`config.mk`:
```
export PLATFORM = sky130hd
export DESIGN_NAME = xtea_hround
export DESIGN_NICKNAME = d
export VERILOG_FILES = /design/src/design/xtea_pkg.sv /design/src/design/xtea_hround.sv
export SDC_FILE = /design/constraint.sdc
export NUM_CORES = 1
export LEC_CHECK = 0
export ABC_AREA = 1
export BUFFER_PORTS_ARGS = -buffer_cell sky130_fd_sc_hd__buf_2
export CELL_PAD_IN_SITES_DETAIL_PLACEMENT = 0
export CELL_PAD_IN_SITES_GLOBAL_PLACEMENT = 1
export CORE_MARGIN = 8
export CORE_UTILIZATION = 33
export DETAILED_ROUTE_END_ITERATION = 6
export PLACE_DENSITY_LB_ADDON = 0.1
export SLEW_MARGIN = 40
export SYNTH_ARGS = -nofsm -noshare
export SYNTH_HDL_FRONTEND = slang
export SYNTH_SLANG_ARGS = --single-unit
```
`constraint.sdc`:
```
create_clock -name clk_i -period 0.9 [get_ports clk_i]
set_clock_uncertainty 0.2 [all_clocks]
set_input_delay 0.045 -clock clk_i [delete_from_list [all_inputs] [get_ports clk_i]]
set_output_delay 0.045 -clock clk_i [all_outputs]
set_load 0.02 [all_outputs]
```
`src/design/xtea_pkg.sv`:
```
// Shared types, constants and the mixing function of the XTEA cipher pipeline.
`default_nettype none

package xtea_pkg;

  localparam logic [31:0] XTEA_DELTA    = 32'h9E37_79B9;
  localparam int          KEY_SEL_SHIFT = 11;
  localparam int          KEY_WORDS     = 4;
  localparam int          APB_ADDR_W    = 4;

  typedef logic [31:0] word_t;
  typedef word_t [KEY_WORDS-1:0] key_words_t;

  typedef struct packed {
    logic valid;
    logic decrypt;
  } stage_ctrl_t;

  function automatic word_t mix_word(input word_t v);
    return ((v << 4) ^ (v >> 5)) + v;
  endfunction

endpackage

`default_nettype wire

```
`src/design/xtea_hround.sv`:
```
// One Feistel half-round of XTEA as a registered pipeline stage.
`default_nettype none

module xtea_hround import xtea_pkg::*; #(
  parameter logic [31:0] ENC_SUM     = 32'h0000_0000,
  parameter logic [31:0] DEC_SUM     = 32'h0000_0000,
  parameter logic [1:0]  ENC_KEY_IDX = 2'd0,
  parameter logic [1:0]  DEC_KEY_IDX = 2'd0,
  parameter bit          EVEN_STAGE  = 1'b1
) (
  input  wire         clk_i,
  input  wire         rst_ni,
  input  wire         en_i,
  input  key_words_t  key_i,
  input  stage_ctrl_t ctrl_i,
  input  word_t       a_i,
  input  word_t       b_i,
  output stage_ctrl_t ctrl_o,
  output word_t       a_o,
  output word_t       b_o
);

  stage_ctrl_t ctrl_q;
  word_t       a_q, b_q;
  word_t       a_d, b_d;
  logic        src_is_b;
  word_t       src, dst, sum, key, mixed, upd;

  always_comb begin
    src_is_b = EVEN_STAGE ^ ctrl_i.decrypt;
    src      = src_is_b ? b_i : a_i;
    dst      = src_is_b ? a_i : b_i;
    sum      = ctrl_i.decrypt ? DEC_SUM : ENC_SUM;
    key      = key_i[ctrl_i.decrypt ? DEC_KEY_IDX : ENC_KEY_IDX];
    mixed    = mix_word(src) ^ (sum + key);
    upd      = ctrl_i.decrypt ? (dst - mixed) : (dst + mixed);
    a_d      = src_is_b ? upd : a_i;
    b_d      = src_is_b ? b_i : upd;
  end

  always_ff @(posedge clk_i or negedge rst_ni) begin
    if (!rst_ni) begin
      ctrl_q <= '0;
    end else if (en_i) begin
      ctrl_q <= ctrl_i;
    end
  end

  always_ff @(posedge clk_i) begin
    if (en_i) begin
      a_q <= a_d;
      b_q <= b_d;
    end
  end

  assign ctrl_o = ctrl_q;
  assign a_o    = a_q;
  assign b_o    = b_q;

endmodule

`default_nettype wire

```
==> out/summary.md <==
- Top-Level Pins: 263
- Critical path buffers and inverters: 5
- Critical Path Slowest Stage Cell: sky130_fd_sc_hd__ha_1
- die boundary height: 176 um
- type of element capturing the critical path: register
- total vias in the final route: 10448
- number of nets in the layout: 2106
- TritonCTS clock tree: done
- wire length of the first global-routing pass: 51.6 mm
- Std-Cell Core Area: 25100 um^2
- via count of the first global-routing pass: 10001
- clock root buffer: sky130_fd_sc_hd__clkbuf_16
- Placement Cell Area: 12600 um^2
- most numerous cell on the critical path: sky130_fd_sc_hd__nand2_2
- count of clock tree sinks: 66
- Final Slew Violations: 0
- remaining routing DRC violations: 0
- Yosys warning total: 0
- Startpoint Class: primary input
- commonest non-fill, non-tap cell in the layout: sky130_fd_sc_hd__buf_4
- number of distinct library cells after synthesis: 47
- count of final setup violators: 131
- grt ovf: 0
- violated checks: hold timing, setup timing
- overall track demand over capacity in global routing: 20.9%
- hold violation total from the final report: 58
- most instantiated flip-flop cell in the synthesis netlist: sky130_fd_sc_hd__edfxtp_1
- sequential fraction of the synthesis area: 23.5%
- P_leak: 7.58 nW
- Worst Hold Margin: -251 ps
- full die area: 30800 um^2
- drt via density: 4.80
- Tightest Hold Check Type: primary input to register
- fraction of final layout cells with drive strength greater than 1: 55.3%
- synthesized instance count: 1276
- count of input and output buffers: 166
- unrepaired setup endpoints after global routing: true
- Max-Slew Margin vs Limit: 51.3%
- number of DRC markers in iteration 0: 551
- net count after synthesis: 1541
- total negative setup slack: -204590 ps
- maximum number of pins on one net before global-route repair: 43
- netlist area before placement: 8410 um^2
- top library cells by usage in the layout, fill and taps aside: sky130_fd_sc_hd__buf_4 (364), sky130_fd_sc_hd__nand2_1 (298), sky130_fd_sc_hd__buf_2 (155)
- row cnt: 58
- Critical Path Max Stage Delay: 380 ps
- worst-case vdd ir drop: 1330 uV
- source-to-sink clock delay at the later pin of the worst-skew pair: 330 ps
- post-route design area: 15700 um^2
- final worst setup slack: -3770 ps
- initial antenna violation count: 1
- post-DR wirelength/cell: 16.2 um
- width of the die: 176 um
- time the worst path needs with I/O delays and setup: 4670 ps
- run status: finished with violations
- register bit count reported by yosys: 66
- initial core utilization: 33.5%
- placer congestion estimate: 0.904
- worst setup path category: primary input to register
- max cap viols: 0
- half-perimeter wire length after detailed placement: 28.0 mm
- Fmax achieved: 0.214 GHz
- worst-path fanout max: 6
- Clock Pin Slew Worst Setup and Hold Paths: 60 ps
- H-tree level count: 3
- remaining antenna violation count after routing: 0
- total wire length after detailed routing: 35.4 mm
- Async SR Flop Fraction: 3.03%
- slew of the pin with the lowest slew margin: 723 ps
- hold bufs inserted after CTS: 2
- power per cell area: 2530 nW/um^2
- final clock period utilization by the worst path: 519%
- area delta synth->final: 86.5%
- Avg Cell Area, Syn: 6.59 um^2
- CP Data Required Time: 790 ps
- Max clock buf depth: 2
- number of enable-type register cells in the synthesized netlist: 64
- endpoint arrival time on the critical path: 4560 ps
- count of TritonRoute iterations in the first routing pass: 5
- CTS Buf Count: 9
- category of cells accounting for the largest share of critical-path delay: simple AND/OR/NAND/NOR gates
## stage by stage
stage | cells | util [%] | total power [mW] | setup WS (ps) | hold WS, ps
6_report | 2177 | 62.5 | 39.7 | -3770 | -251
5_1_grt | 2177 | 62.5 | 42.2 | -3910 | -244
3_5_place_dp | 2099 | 50.1 | 27.1 | -4420 | -369
2_1_floorplan | 1276 | - | 17.2 | -3820 | -451
4_1_cts | 2131 | 53.9 | 32.5 | -3660 | -260
3_3_place_gp | 2099 | 50.1 | 27.0 | -4430 | -369
## where the power goes
part           switching, mW  leakage (nW)  total, mW  internal, mW
logic                   16.0          6.78       31.0          15.0
registers              0.199         0.646       4.78          4.58
clock network           1.43         0.156       3.88          2.45
## worst paths after layout
| path | cells past startpoint | end | slack [ps] | startpoint |
|---|---|---|---|---|
| worst min register to register | 1 | ctrl_o[1] | 310 | ctrl_o[1] |
| worst max-delay path | 32 | b_o[25] | -3770 | ctrl_i[0] |
| worst min-delay path | 2 | ctrl_o[1] | -250 | ctrl_i[1] |
| worst max register to register | 1 | ctrl_o[1] | -60 | ctrl_o[1] |
| min in group asynchronous | 3 | ctrl_o[1] | 370 | rst_ni |
| max in group asynchronous | 3 | ctrl_o[1] | 30 | rst_ni |
## final cells by class
class	instances	area (um^2)
antenna	1	2.50
timing repair buffer	577	4370
fill	2253	9420
timing repair inverter	2	31.3
inverter	142	559
sequential	66	1970
multi-input combinational	1043	8010
clock inverter	7	98.8
clock buffer	9	225
tap	330	413
## metal layers
metal	up-vias	GRT usage (%)	wire length, um
li1	5324	-	-
met1	4848	29.2	16400
met2	241	34.5	16800
met3	35	2.53	1670
met4	0	3.78	503
met5	-	0	0
## synth_stat cells (10+ instances only)
| library cell | count | area (um^2) |
|---|---|---|
| sky130_fd_sc_hd__nand2_1 | 404 | 1520 |
| sky130_fd_sc_hd__inv_1 | 132 | 495 |
| sky130_fd_sc_hd__o21ai_0 | 100 | 500 |
| sky130_fd_sc_hd__nor2_1 | 91 | 342 |
| sky130_fd_sc_hd__xor2_1 | 68 | 596 |
| sky130_fd_sc_hd__ha_1 | 66 | 826 |
| sky130_fd_sc_hd__nand3_1 | 66 | 330 |
| sky130_fd_sc_hd__edfxtp_1 | 64 | 1920 |
| sky130_fd_sc_hd__a21oi_1 | 60 | 300 |
| sky130_fd_sc_hd__xnor2_1 | 33 | 289 |
| sky130_fd_sc_hd__nand2_2 | 29 | 181 |
| sky130_fd_sc_hd__nor3_1 | 17 | 85.1 |
| sky130_fd_sc_hd__clkbuf_1 | 16 | 60.1 |
| sky130_fd_sc_hd__nand3b_1 | 12 | 90.1 |
| sky130_fd_sc_hd__nand4_1 | 10 | 62.6 |
| sky130_fd_sc_hd__nor2_2 | 10 | 62.6 |
## sequential cells by signal (all words and copies together) (netlist names)
name,cells
a_o,32
b_o,32
ctrl_o,2
## logic make-up (layout without fill, tap and decap cells)
kind of cell	after synthesis	after routing	synth area share, %
DFF	66	66	23.5
AOI/OAI and AO/OA	209	209	13.9
buffers and inverters	167	737	7.60
muxes	2	2	0.253
xor gates and xnor gates	102	102	10.7
adders and majority gates	68	68	10.3
and+or+nand+nor	662	662	33.8
other	0	1	0
## timing repair
item	4_1_cts	5_1_grt
gates resized for setup	127	388
endpoints found under the setup margin	131	131
cloned	2	5
buffers inserted	12	45
pin swaps	55	142
endpoints found under the hold margin	61	53
Power figures use the tool's default switching activity.
